### src/rtl/capc_pkg.sv
// ----------------------------------------------------------------------------
// capc_pkg
// shared types, table sizes and request kinds of the card access check
// ----------------------------------------------------------------------------
package capc_pkg;

    // table depths
    localparam int PERMISSION_SLOTS = 64;
    localparam int ZONE_SLOTS       = 16;
    localparam int GROUP_SLOTS      = 32;

    // index widths, at least one bit
    localparam int PERM_AW  = (PERMISSION_SLOTS > 1) ? $clog2(PERMISSION_SLOTS) : 1;
    localparam int ZONE_AW  = (ZONE_SLOTS > 1) ? $clog2(ZONE_SLOTS) : 1;
    localparam int GROUP_AW = (GROUP_SLOTS > 1) ? $clog2(GROUP_SLOTS) : 1;

    // width used to compare a request slot against any table depth
    localparam int SLOT_CW = 9;

    // request kinds
    localparam logic [2:0] KIND_WR_PERM  = 3'd0;
    localparam logic [2:0] KIND_WR_ZONE  = 3'd1;
    localparam logic [2:0] KIND_WR_GROUP = 3'd2;
    localparam logic [2:0] KIND_CHK_FULL = 3'd3;
    localparam logic [2:0] KIND_CHK_CARD = 3'd4;

    // grant causes
    localparam logic [1:0] CAUSE_NONE  = 2'd0;
    localparam logic [1:0] CAUSE_MATCH = 2'd1;
    localparam logic [1:0] CAUSE_ZONE  = 2'd2;

    // sunday as weekday code zero maps to day seven, bit six
    localparam logic [2:0] SUNDAY_BIT = 3'd6;

    typedef struct packed {
        logic [15:0] card;
        logic [7:0]  facility;
        logic [7:0]  group_id;
        logic [7:0]  zone_id;
    } t_perm;

    typedef struct packed {
        logic [7:0]  zone_id;
        logic [6:0]  days;
        logic [11:0] start_time;
        logic [11:0] end_time;
    } t_zone;

    typedef struct packed {
        logic [7:0] group_id;
        logic [7:0] reader;
    } t_group;

endpackage

### src/rtl/card_access_permission_check.sv
// ----------------------------------------------------------------------------
// card_access_permission_check
// table-based card access check with a sequential scan engine
// ----------------------------------------------------------------------------
//
//  channel   | handshake                | payload
//  ----------+--------------------------+----------------------------------
//  request   | start, busy              | i_kind .. i_now_hhmm
//  result    | o_done (one-cycle pulse) | o_granted, o_grant_cause
//
//  write requests and unused kinds give their result in the cycle after accept
//  and keep the block ready
//  a check visits permission slots in turn, each in a read state and then
//  an evaluate state; a full check also scans reader-group and zone slots
//  that way for each matching record; the single read port of each table
//  reads one slot at a time (address, then registered data)
//  synchronous active-low reset clears all valid bits at once, so no
//  clearing pass: a slot never written reads as all zero
//  the receiver cannot stall: o_done is high for exactly one cycle
//
module card_access_permission_check (
    input  logic        i_clk,
    input  logic        i_rst_n,
    input  logic        start,
    output logic        busy,
    input  logic [2:0]  i_kind,
    input  logic [5:0]  i_slot,
    input  logic [15:0] i_card_number,
    input  logic [7:0]  i_facility_code,
    input  logic [7:0]  i_reader_group,
    input  logic [7:0]  i_zone,
    input  logic [7:0]  i_door,
    input  logic [6:0]  i_day_mask,
    input  logic [11:0] i_start_time,
    input  logic [11:0] i_end_time,
    input  logic [2:0]  i_weekday,
    input  logic [11:0] i_now_hhmm,
    output logic        o_done,
    output logic        o_granted,
    output logic [1:0]  o_grant_cause
);
    import capc_pkg::*;

    // sequencer states
    localparam logic [2:0] S_IDLE  = 3'd0;
    localparam logic [2:0] S_PREAD = 3'd1;
    localparam logic [2:0] S_PEVAL = 3'd2;
    localparam logic [2:0] S_GREAD = 3'd3;
    localparam logic [2:0] S_GEVAL = 3'd4;
    localparam logic [2:0] S_ZREAD = 3'd5;
    localparam logic [2:0] S_ZEVAL = 3'd6;

    // table storage, no reset: valid bits stand in for the cleared state
    t_perm  perm_mem  [PERMISSION_SLOTS];
    t_zone  zone_mem  [ZONE_SLOTS];
    t_group group_mem [GROUP_SLOTS];

    logic [PERMISSION_SLOTS-1:0] r_pvld, n_pvld;
    logic [ZONE_SLOTS-1:0]       r_zvld, n_zvld;
    logic [GROUP_SLOTS-1:0]      r_gvld, n_gvld;

    // registered read data and its valid bit
    t_perm  r_perm_q;
    t_zone  r_zone_q;
    t_group r_group_q;
    logic   r_perm_v, r_zone_v, r_group_v;

    // sequencer and scan indexes
    logic [2:0]          r_state, n_state;
    logic [PERM_AW-1:0]  r_pidx,  n_pidx;
    logic [ZONE_AW-1:0]  r_zidx,  n_zidx;
    logic [GROUP_AW-1:0] r_gidx,  n_gidx;

    // captured check request
    logic        r_card_only, n_card_only;
    logic [15:0] r_card, n_card;
    logic [7:0]  r_fac, n_fac;
    logic [7:0]  r_door, n_door;
    logic [2:0]  r_daybit, n_daybit;
    logic [11:0] r_now, n_now;

    // record under test in a full check
    logic [7:0] r_rgrp, n_rgrp;
    logic [7:0] r_rzone, n_rzone;

    // result register
    logic       r_done, n_done;
    logic       r_granted, n_granted;
    logic [1:0] r_cause, n_cause;

    logic   accept;
    logic   wr_perm, wr_zone, wr_group;
    t_perm  wd_perm;
    t_zone  wd_zone;
    t_group wd_group;
    t_perm  perm_eff;
    t_zone  zone_eff;
    t_group group_eff;
    logic   perm_match;
    logic   perm_last, zone_last, group_last;
    logic   zone_open;

    assign accept = start && !busy;
    assign busy   = (r_state != S_IDLE);

    // table writes happen at accept; out-of-range slots are dropped
    assign wr_perm  = accept && (i_kind == KIND_WR_PERM)
                      && (SLOT_CW'(i_slot) < SLOT_CW'(PERMISSION_SLOTS));
    assign wr_zone  = accept && (i_kind == KIND_WR_ZONE)
                      && (SLOT_CW'(i_slot) < SLOT_CW'(ZONE_SLOTS));
    assign wr_group = accept && (i_kind == KIND_WR_GROUP)
                      && (SLOT_CW'(i_slot) < SLOT_CW'(GROUP_SLOTS));

    assign wd_perm  = '{card: i_card_number, facility: i_facility_code,
                        group_id: i_reader_group, zone_id: i_zone};
    assign wd_zone  = '{zone_id: i_zone, days: i_day_mask,
                        start_time: i_start_time, end_time: i_end_time};
    assign wd_group = '{group_id: i_reader_group, reader: i_door};

    always_ff @(posedge i_clk) begin
        if (wr_perm) begin
            perm_mem[PERM_AW'(i_slot)] <= wd_perm;
        end
        r_perm_q <= perm_mem[r_pidx];
        r_perm_v <= r_pvld[r_pidx];
    end

    always_ff @(posedge i_clk) begin
        if (wr_zone) begin
            zone_mem[ZONE_AW'(i_slot)] <= wd_zone;
        end
        r_zone_q <= zone_mem[r_zidx];
        r_zone_v <= r_zvld[r_zidx];
    end

    always_ff @(posedge i_clk) begin
        if (wr_group) begin
            group_mem[GROUP_AW'(i_slot)] <= wd_group;
        end
        r_group_q <= group_mem[r_gidx];
        r_group_v <= r_gvld[r_gidx];
    end

    // never-written slots read as zero
    assign perm_eff  = r_perm_v  ? r_perm_q  : '0;
    assign zone_eff  = r_zone_v  ? r_zone_q  : '0;
    assign group_eff = r_group_v ? r_group_q : '0;

    assign perm_match = (perm_eff.card == r_card) && (perm_eff.facility == r_fac);
    assign perm_last  = (r_pidx == PERM_AW'(PERMISSION_SLOTS - 1));
    assign zone_last  = (r_zidx == ZONE_AW'(ZONE_SLOTS - 1));
    assign group_last = (r_gidx == GROUP_AW'(GROUP_SLOTS - 1));

    // day bit set and time strictly inside the window
    assign zone_open = zone_eff.days[r_daybit]
                       && (zone_eff.start_time < r_now)
                       && (zone_eff.end_time > r_now);

    always_comb begin
        n_state     = r_state;
        n_pidx      = r_pidx;
        n_zidx      = r_zidx;
        n_gidx      = r_gidx;
        n_card_only = r_card_only;
        n_card      = r_card;
        n_fac       = r_fac;
        n_door      = r_door;
        n_daybit    = r_daybit;
        n_now       = r_now;
        n_rgrp      = r_rgrp;
        n_rzone     = r_rzone;
        n_done      = 1'b0;
        n_granted   = r_granted;
        n_cause     = r_cause;
        n_pvld      = r_pvld;
        n_zvld      = r_zvld;
        n_gvld      = r_gvld;

        if (wr_perm) begin
            n_pvld[PERM_AW'(i_slot)] = 1'b1;
        end
        if (wr_zone) begin
            n_zvld[ZONE_AW'(i_slot)] = 1'b1;
        end
        if (wr_group) begin
            n_gvld[GROUP_AW'(i_slot)] = 1'b1;
        end

        case (r_state)
            S_IDLE: begin
                if (accept) begin
                    if ((i_kind == KIND_CHK_FULL) || (i_kind == KIND_CHK_CARD)) begin
                        // capture the check request and start the permission scan
                        n_state     = S_PREAD;
                        n_pidx      = '0;
                        n_card_only = (i_kind == KIND_CHK_CARD);
                        n_card      = i_card_number;
                        n_fac       = i_facility_code;
                        n_door      = i_door;
                        n_now       = i_now_hhmm;
                        n_daybit    = (i_weekday == 3'd0) ? SUNDAY_BIT : (i_weekday - 3'd1);
                    end else begin
                        // writes and unused kinds answer with a denial
                        n_done    = 1'b1;
                        n_granted = 1'b0;
                        n_cause   = CAUSE_NONE;
                    end
                end
            end
            S_PREAD: begin
                n_state = S_PEVAL;
            end
            S_PEVAL: begin
                if (perm_match && (r_card_only
                        || ((perm_eff.group_id == 8'd0) && (perm_eff.zone_id == 8'd0)))) begin
                    // card-only hit or universal record
                    n_state   = S_IDLE;
                    n_done    = 1'b1;
                    n_granted = 1'b1;
                    n_cause   = CAUSE_MATCH;
                end else if (perm_match) begin
                    // scheduled record: look for the door in its reader group
                    n_rgrp  = perm_eff.group_id;
                    n_rzone = perm_eff.zone_id;
                    n_gidx  = '0;
                    n_state = S_GREAD;
                end else if (perm_last) begin
                    n_state   = S_IDLE;
                    n_done    = 1'b1;
                    n_granted = 1'b0;
                    n_cause   = CAUSE_NONE;
                end else begin
                    n_pidx  = r_pidx + PERM_AW'(1);
                    n_state = S_PREAD;
                end
            end
            S_GREAD: begin
                n_state = S_GEVAL;
            end
            S_GEVAL: begin
                if ((group_eff.group_id == r_rgrp) && (group_eff.reader == r_door)) begin
                    n_zidx  = '0;
                    n_state = S_ZREAD;
                end else if (!group_last) begin
                    n_gidx  = r_gidx + GROUP_AW'(1);
                    n_state = S_GREAD;
                end else if (perm_last) begin
                    // door not listed and no slots left
                    n_state   = S_IDLE;
                    n_done    = 1'b1;
                    n_granted = 1'b0;
                    n_cause   = CAUSE_NONE;
                end else begin
                    n_pidx  = r_pidx + PERM_AW'(1);
                    n_state = S_PREAD;
                end
            end
            S_ZREAD: begin
                n_state = S_ZEVAL;
            end
            S_ZEVAL: begin
                if ((zone_eff.zone_id == r_rzone) && zone_open) begin
                    n_state   = S_IDLE;
                    n_done    = 1'b1;
                    n_granted = 1'b1;
                    n_cause   = CAUSE_ZONE;
                end else if ((zone_eff.zone_id != r_rzone) && !zone_last) begin
                    n_zidx  = r_zidx + ZONE_AW'(1);
                    n_state = S_ZREAD;
                end else if (perm_last) begin
                    // first zone entry closed, or zone missing, on the last slot
                    n_state   = S_IDLE;
                    n_done    = 1'b1;
                    n_granted = 1'b0;
                    n_cause   = CAUSE_NONE;
                end else begin
                    n_pidx  = r_pidx + PERM_AW'(1);
                    n_state = S_PREAD;
                end
            end
            default: begin
                n_state = S_IDLE;
            end
        endcase
    end

    // control state
    always_ff @(posedge i_clk) begin
        if (!i_rst_n) begin
            r_state   <= S_IDLE;
            r_done    <= 1'b0;
            r_granted <= 1'b0;
            r_cause   <= CAUSE_NONE;
            r_pvld    <= '0;
            r_zvld    <= '0;
            r_gvld    <= '0;
            r_pidx    <= '0;
            r_zidx    <= '0;
            r_gidx    <= '0;
        end else begin
            r_state   <= n_state;
            r_done    <= n_done;
            r_granted <= n_granted;
            r_cause   <= n_cause;
            r_pvld    <= n_pvld;
            r_zvld    <= n_zvld;
            r_gvld    <= n_gvld;
            r_pidx    <= n_pidx;
            r_zidx    <= n_zidx;
            r_gidx    <= n_gidx;
        end
    end

    // request payload, no reset needed
    always_ff @(posedge i_clk) begin
        r_card_only <= n_card_only;
        r_card      <= n_card;
        r_fac       <= n_fac;
        r_door      <= n_door;
        r_daybit    <= n_daybit;
        r_now       <= n_now;
        r_rgrp      <= n_rgrp;
        r_rzone     <= n_rzone;
    end

    assign o_done        = r_done;
    assign o_granted     = r_granted;
    assign o_grant_cause = r_cause;

endmodule

### config.mk
export PLATFORM = sky130hd
export DESIGN_NAME = card_access_permission_check
export DESIGN_NICKNAME = d
export VERILOG_FILES = /design/src/rtl/capc_pkg.sv /design/src/rtl/card_access_permission_check.sv
export SDC_FILE = /design/constraint.sdc
export NUM_CORES = 2
export LEC_CHECK = 0
export ABC_AREA = 1
export BUFFER_PORTS_ARGS = -buffer_cell sky130_fd_sc_hd__clkbuf_2
export CORE_UTILIZATION = 63
export CTS_CLUSTER_SIZE = 40
export DETAILED_ROUTE_END_ITERATION = 7
export PLACE_DENSITY_LB_ADDON = 0.12
export SKIP_CTS_REPAIR_TIMING = 1
export SYNTH_ARGS = -nofsm -noshare
export SYNTH_HDL_FRONTEND = slang
export SYNTH_SLANG_ARGS = --single-unit
### constraint.sdc
create_clock -name i_clk -period 11.8 [get_ports i_clk]
set_clock_uncertainty 0.2 [all_clocks]
set_input_delay 1.18 -clock i_clk [delete_from_list [all_inputs] [get_ports i_clk]]
set_output_delay 1.18 -clock i_clk [all_outputs]
set_load 0.02 [all_outputs]
Yosys cells after proc, flatten, opt, wreduce, memory -nomap -nowiden
Memories as Yosys holds them, arrays and structs flattened. A register that Yosys moved wholly into a read port is not among the register bits.
Cells that the tools add are included.

word-level totals
  memory bits (read-only) = 0
  memory bits (writable) = 3696
  latch bits = 0
  logic and storage cells = 199
  memories kept = 3
  flip-flop bits (word level) = 201
  output and inout port bits = 5
  bits of input ports = 106

memory list
  name       depth  bits a word  read ports  clocked after memory_dff  wr ports  line                                source
  perm_mem   64     40           1           1                         1         card_access_permission_check.sv:54  t_perm perm_mem [PERMISSION_SLOTS];
  zone_mem   16     39           1           1                         1         card_access_permission_check.sv:55  t_zone zone_mem [ZONE_SLOTS];
  group_mem  32     16           1           1                         1         card_access_permission_check.sv:56  t_group group_mem [GROUP_SLOTS];

operators by class
  shift operators = 0
  mux-type cells = 82
  divide/modulo/power cells = 0
  bitwise logic cells = 4
  multipliers = 0
  add/subtract/negate cells = 4
  eq/ne operators = 34
  reduce and logical (&&, ||, !) cells = 37
  order comparisons = 14

operator list
  kind                                                 count
  OR 64 bit                                            1
  two-way mux 6 bit                                    9
  two-way mux 40 bit                                   1
  two-way mux 39 bit                                   1
  == test 8 bit                                        4
  two-way mux 1 bit                                    32
  OR 32 bit                                            1
  inequality test 2 bit (second input constant)        13
  two-way mux 2 bit                                    12
  one-hot mux 6 bit (4 select lines)                   1
  one-hot mux 3 bit (7 select lines)                   1
  two-way mux 5 bit                                    4
  logical AND 1 bit                                    17
  == test 16 bit                                       1
  zero test 8 bit                                      2
  two-way mux 16 bit                                   1
  OR 16 bit                                            1
  two-way mux 3 bit                                    5
  < comparator 6 x 7 -> 1 bit (second input constant)  2
  == test 3 x 2 -> 1 bit (second input constant)       4
  == test 3 bit (second input constant)                4
  greater-than comparator 12 bit                       1
  < comparator 12 bit                                  1
  < comparator 5 x 6 -> 1 bit (second input constant)  2
  42 further kinds                                     54

Longest topological paths before layout
  depth in word-level cells = 8
  gate-level depth with buffers = 20
  mapped depth without buffers = 17

Least setup slack after synthesis
No wires, ideal clock.

  path kind = in2reg
  from = input port start
  to = memory perm_mem[23][0] (netlist bit), enable pin
  path slack = 7.409 ns
  stages on the path = 9
  path buffers = 1
  setup time = 0.439 ns
  arrival time = 3.752 ns
  data required time = 11.161 ns
  path through = inv_1 > nor2_2 > inv_1 > nor4_2 > inv_1 > nor2_1 > inv_2 > buf_2 > nor2_1

between the ends
  word-level cells in the longest chain between the ends = 4

ends and longest elaborated chain
  what                                     line                                 source
  from (decl)                              card_access_permission_check.sv:24   input logic start,
  logical AND 1 bit                        card_access_permission_check.sv:103  assign accept = start && !busy;
  logical AND 1 bit                        card_access_permission_check.sv:107  assign wr_perm = accept && (i_kind == KIND_WR_PERM)
  two-way mux 1 bit                        card_access_permission_check.sv:121  if (wr_perm) begin
  two-way mux 1 bit (implied by the code)  card_access_permission_check.sv:122  perm_mem[PERM_AW'(i_slot)] <= wd_perm;
  to (decl)                                card_access_permission_check.sv:54

No other way between the ends.

==> key figures <==
Synth
  – Yosys top cell area share: 0.729
  – Net count after synthesis: 12000
  – Yosys Warn Count: 0
  – Post-synth ARST share: 0
  – Sequential-to-total area share from yosys stat: 0.759
  – Synth Area in Adders: 0.00234
  – Yosys reg bits: 3992
  – Synth Flop Type: edfxtp_1
  – Mean Syn Cell Area: 13.1 um2
  – Synth Cell Area: 155000 um2
  – Mux cell area share after synthesis: 0
  – Synth Area in XOR/XNOR: 0.00107
  – Synth top area cells: edfxtp_1 73%, o21ai_0 6.0%, nor2_1 5.4%, dfxtp_1 3.0%, nand2_1 2.1%
  – Netlist cell types: 41
  – Area leader, netlist: edfxtp_1
  – Post-synthesis simple-gate area fraction: 0.0942
  – Area fraction in compound gates after synthesis: 0.116
  – EDFF count, synth: 3760
  – Cells after Synth: 11900
  – Main combinational cell family by area after synthesis: compound AO/OA/AOI/OAI gates

STA
  – Sum of negative setup slack: 0 ns
  – Crit share post-route: 0.398
  – RSZ-0062 raised after global routing: no
  – Actual slew at the worst max-slew pin: 1.29 ns
  – Highest Clock Rate: 213 MHz
  – Final min period: ~4.7 ns
  – Rel. slew slack: 0.140
  – Finish-stage setup viols: 0
  – Fin. max-slew vios: 0
  – Hold Vio Cnt, Final: 0

Clocking
  – CTS root buffer: clkbuf_16
  – Clock sink total: 3992
  – Clk_lat worst skew: 0.98 ns
  – Clock slew at reported path FFs: about 0.07 ns
  – H-tree depth: 5
  – Clk buf depth: 4
  – CTS tree: built
  – CTS Buf Count: approximately 400

Drt
  – First-pass DRT Iterations: 7
  – ANT nets after route: 0
  – Drt wl/cell: 27.8 um
  – DRC: 0
  – Final WL: between 400000 and 500000 um
  – Via/cell ratio: 6.63
  – Via count: 101000
  – Starting DRT DRC Count: 14100

Power
  – Worst VDD drop: 0.178 mV
  – Clock power frac: 0.402
  – P_leak: 0.0563 uW
  – Net load switching power: roughly 7400 uW
  – Total power: between 30000 and 40000 uW
  – Sw Share: 0.238
  – Flop pwr share: 0.506
  – Comb power frac: 0.092
  – P per Cell Area: about 180 nW/um2
  – Internal power: between 20000 and 25000 uW

Floorplan
  – Core Rows: 181
  – Die W: 498 um
  – Io pins: 111
  – Initial Utilization: 0.635
  – Die area: 248000 um2
  – CORE AREA: between 200000 and 250000 um2
  – Chip height: 498 um

Run
  – Max cap viols: 0

Worst setup path
  – Crit. End Element: register
  – Startpoint Class: register
  – Crit Reg-Reg Endpoint: r_perm_q[8]
  – Crit path launch: r_pidx[0]
  – Cells on worst reg2reg path: 9
  – Worst path required time: about 13 ns
  – WP data arrival: 5.40 ns
  – Crit-path max FO: approximately 210
  – Worst r2r src: r_pidx[0]
  – FF-to-FF setup slack: 7.10 ns
  – Critical path class: reg -> reg
  – Worst setup endpoint: r_perm_q[8]

Hold path
  – Hold/Removal Path Class: in -> reg

Global route
  – First-pass GRT wire length: 620000 um
  – Gr usage total: 0.338
  – Number of antenna violations at the first check in global routing: 15
  – Vias in the first global route: 96800
  – Grt ovf: 0
  – Largest net degree at the start of global routing: 214

Finish
  – Layout cells sized above 1: 0.0861
  – Fin nets: ~12000
  – Syn-to-layout area delta: 10.7%

Placed design
  – GP Congestion: ~0.84
  – I/O Buffers: between 100 and 150
  – HPWL after DPL: 207000 um

Run status
  – Status: finished, final reports clean
-- final cells by class --
class	count	area, um2
Sequential cell	3992	118000
Fill cell	16100	72200
Multi-Input combinational cell	6815	33800
Clock buffer	539	11100
Tap cell	3202	4010
Timing Repair Buffer	322	2280
Clock inverter	175	1750
Inverter	230	916
Antenna cell	7	17.5
-- synth_stat cells, types with 32 or more instances --
library cell     n
inv_1          211
clkbuf_1       629
a21oi_1        221
o211ai_1        86
edfxtp_1      3760
o221ai_1       359
o21ai_0       1864
a221oi_1        48
nand3_1        455
nor2_1        2230
nand2_1        868
buf_1           32
buf_2          145
dfxtp_1        232
nand4_1         70
o22ai_1        511
-- metrics by stage --
stage / cells / cell area, um2 / hold slack (ns) / util / setup slack (ns)
after floorplan: 11900 / 155000 / 0.235 / - / 7.41
after global placement: 14600 / 159000 / 0.243 / 0.651 / 6.84
after detailed placement: 14600 / 159000 / 0.253 / 0.651 / 6.81
after CTS: 15300 / 171000 / 0.155 / 0.704 / 7.30
after global routing: 15300 / 171000 / 0.164 / 0.704 / 7.01
final: 15300 / 171000 / 0.195 / 0.704 / 7.10
-- per-layer routing --
metal	GRT usage	vias to the layer above	wire length, um
met5	0	-	48
met4	0.153	8	20300
met3	0.0567	1069	44200
met2	0.529	6239	198000
met1	0.471	50100	163000
li1	-	43800	-
-- how the worst min path moves through the flow --
stage	start	end	slack [ns]	cells past startpoint
global route	i_now_hhmm[9]	r_now[9]	0.16	1
detailed placement	r_zvld[3]	r_zvld[3]	0.25	2
CTS	i_now_hhmm[3]	r_now[3]	0.16	1
finish	i_now_hhmm[4]	r_now[4]	0.20	1
global placement	r_gvld[17]	r_gvld[17]	0.24	2
floorplan	r_gvld[10]	r_gvld[10]	0.23	2
-- flip-flops by register name (all words and copies together), names as in the netlist, 2 cells and up --
| signal | cells |
|---|---|
| group_mem | 512 |
| o_grant_cause | 2 |
| perm_mem | 2560 |
| r_card | 16 |
| r_daybit | 3 |
| r_door | 8 |
| r_fac | 8 |
| r_gidx | 5 |
| r_group_q | 16 |
| r_gvld | 32 |
| r_now | 12 |
| r_perm_q | 40 |
| r_pidx | 6 |
| r_pvld | 64 |
| r_rgrp | 8 |
| r_rzone | 8 |
| r_state | 3 |
| r_zidx | 4 |
| r_zone_q | 39 |
| r_zvld | 16 |
| zone_mem | 624 |
-- critical path, cell delays in order (launching register included) --
cell,delay (ns)
dfxtp_4,0.78
buf_4,0.76
buf_12,0.50
buf_4,0.83
o21ai_0,0.24
o221ai_1,0.24
nand3_1,0.20
nand3_1,0.15
nand3_1,0.09
nand2_1,0.12
-- power by group through the flow --
stage,clock network (uW),registers [uW],logic [uW]
2_1_floorplan,0,15900,1740
3_5_place_dp,0,16000,2770
4_1_cts,12600,15700,2790
3_3_place_gp,0,16000,2690
5_1_grt,13100,15700,3050
6_report,12500,15700,2840
-- cells in the final DEF (no fill, tap or decap), types with 11 or more instances in the layout --
cell       count
clkinv_1      78
clkbuf_8      46
clkbuf_16    407
o21ai_1       16
clkinv_2      51
inv_2         15
nor2_1      2120
a221oi_1      48
nor2_2        36
dfxtp_1      220
o21ai_0     1864
buf_4        202
o22ai_1      511
nor2_4        81
edfxtp_1    3760
nand3b_1      12
nand2_1      867
bufinv_16     35
o211ai_1      86
nand4_1       70
o221ai_1     359
inv_1        198
clkbuf_2     103
a21oi_1      221
xnor2_1       15
nand3_1      454
clkbuf_1      86
buf_12        11
ha_1          29
-- cells by family (layout without fill, tap and decap cells) --
| family | after synthesis | in the layout |
|---|---|---|
| flip-flops | 3992 | 3992 |
| other | 0 | 7 |
| AND/OR/NAND/NOR | 3655 | 3655 |
| AO/OA/AOI/OAI | 3112 | 3112 |
| XOR/XNOR | 19 | 19 |
| buffers and inverters | 1052 | 1266 |
| adder cells (fa/ha/maj) | 29 | 29 |
No activity file was read; power rests on OpenSTA's default activity.
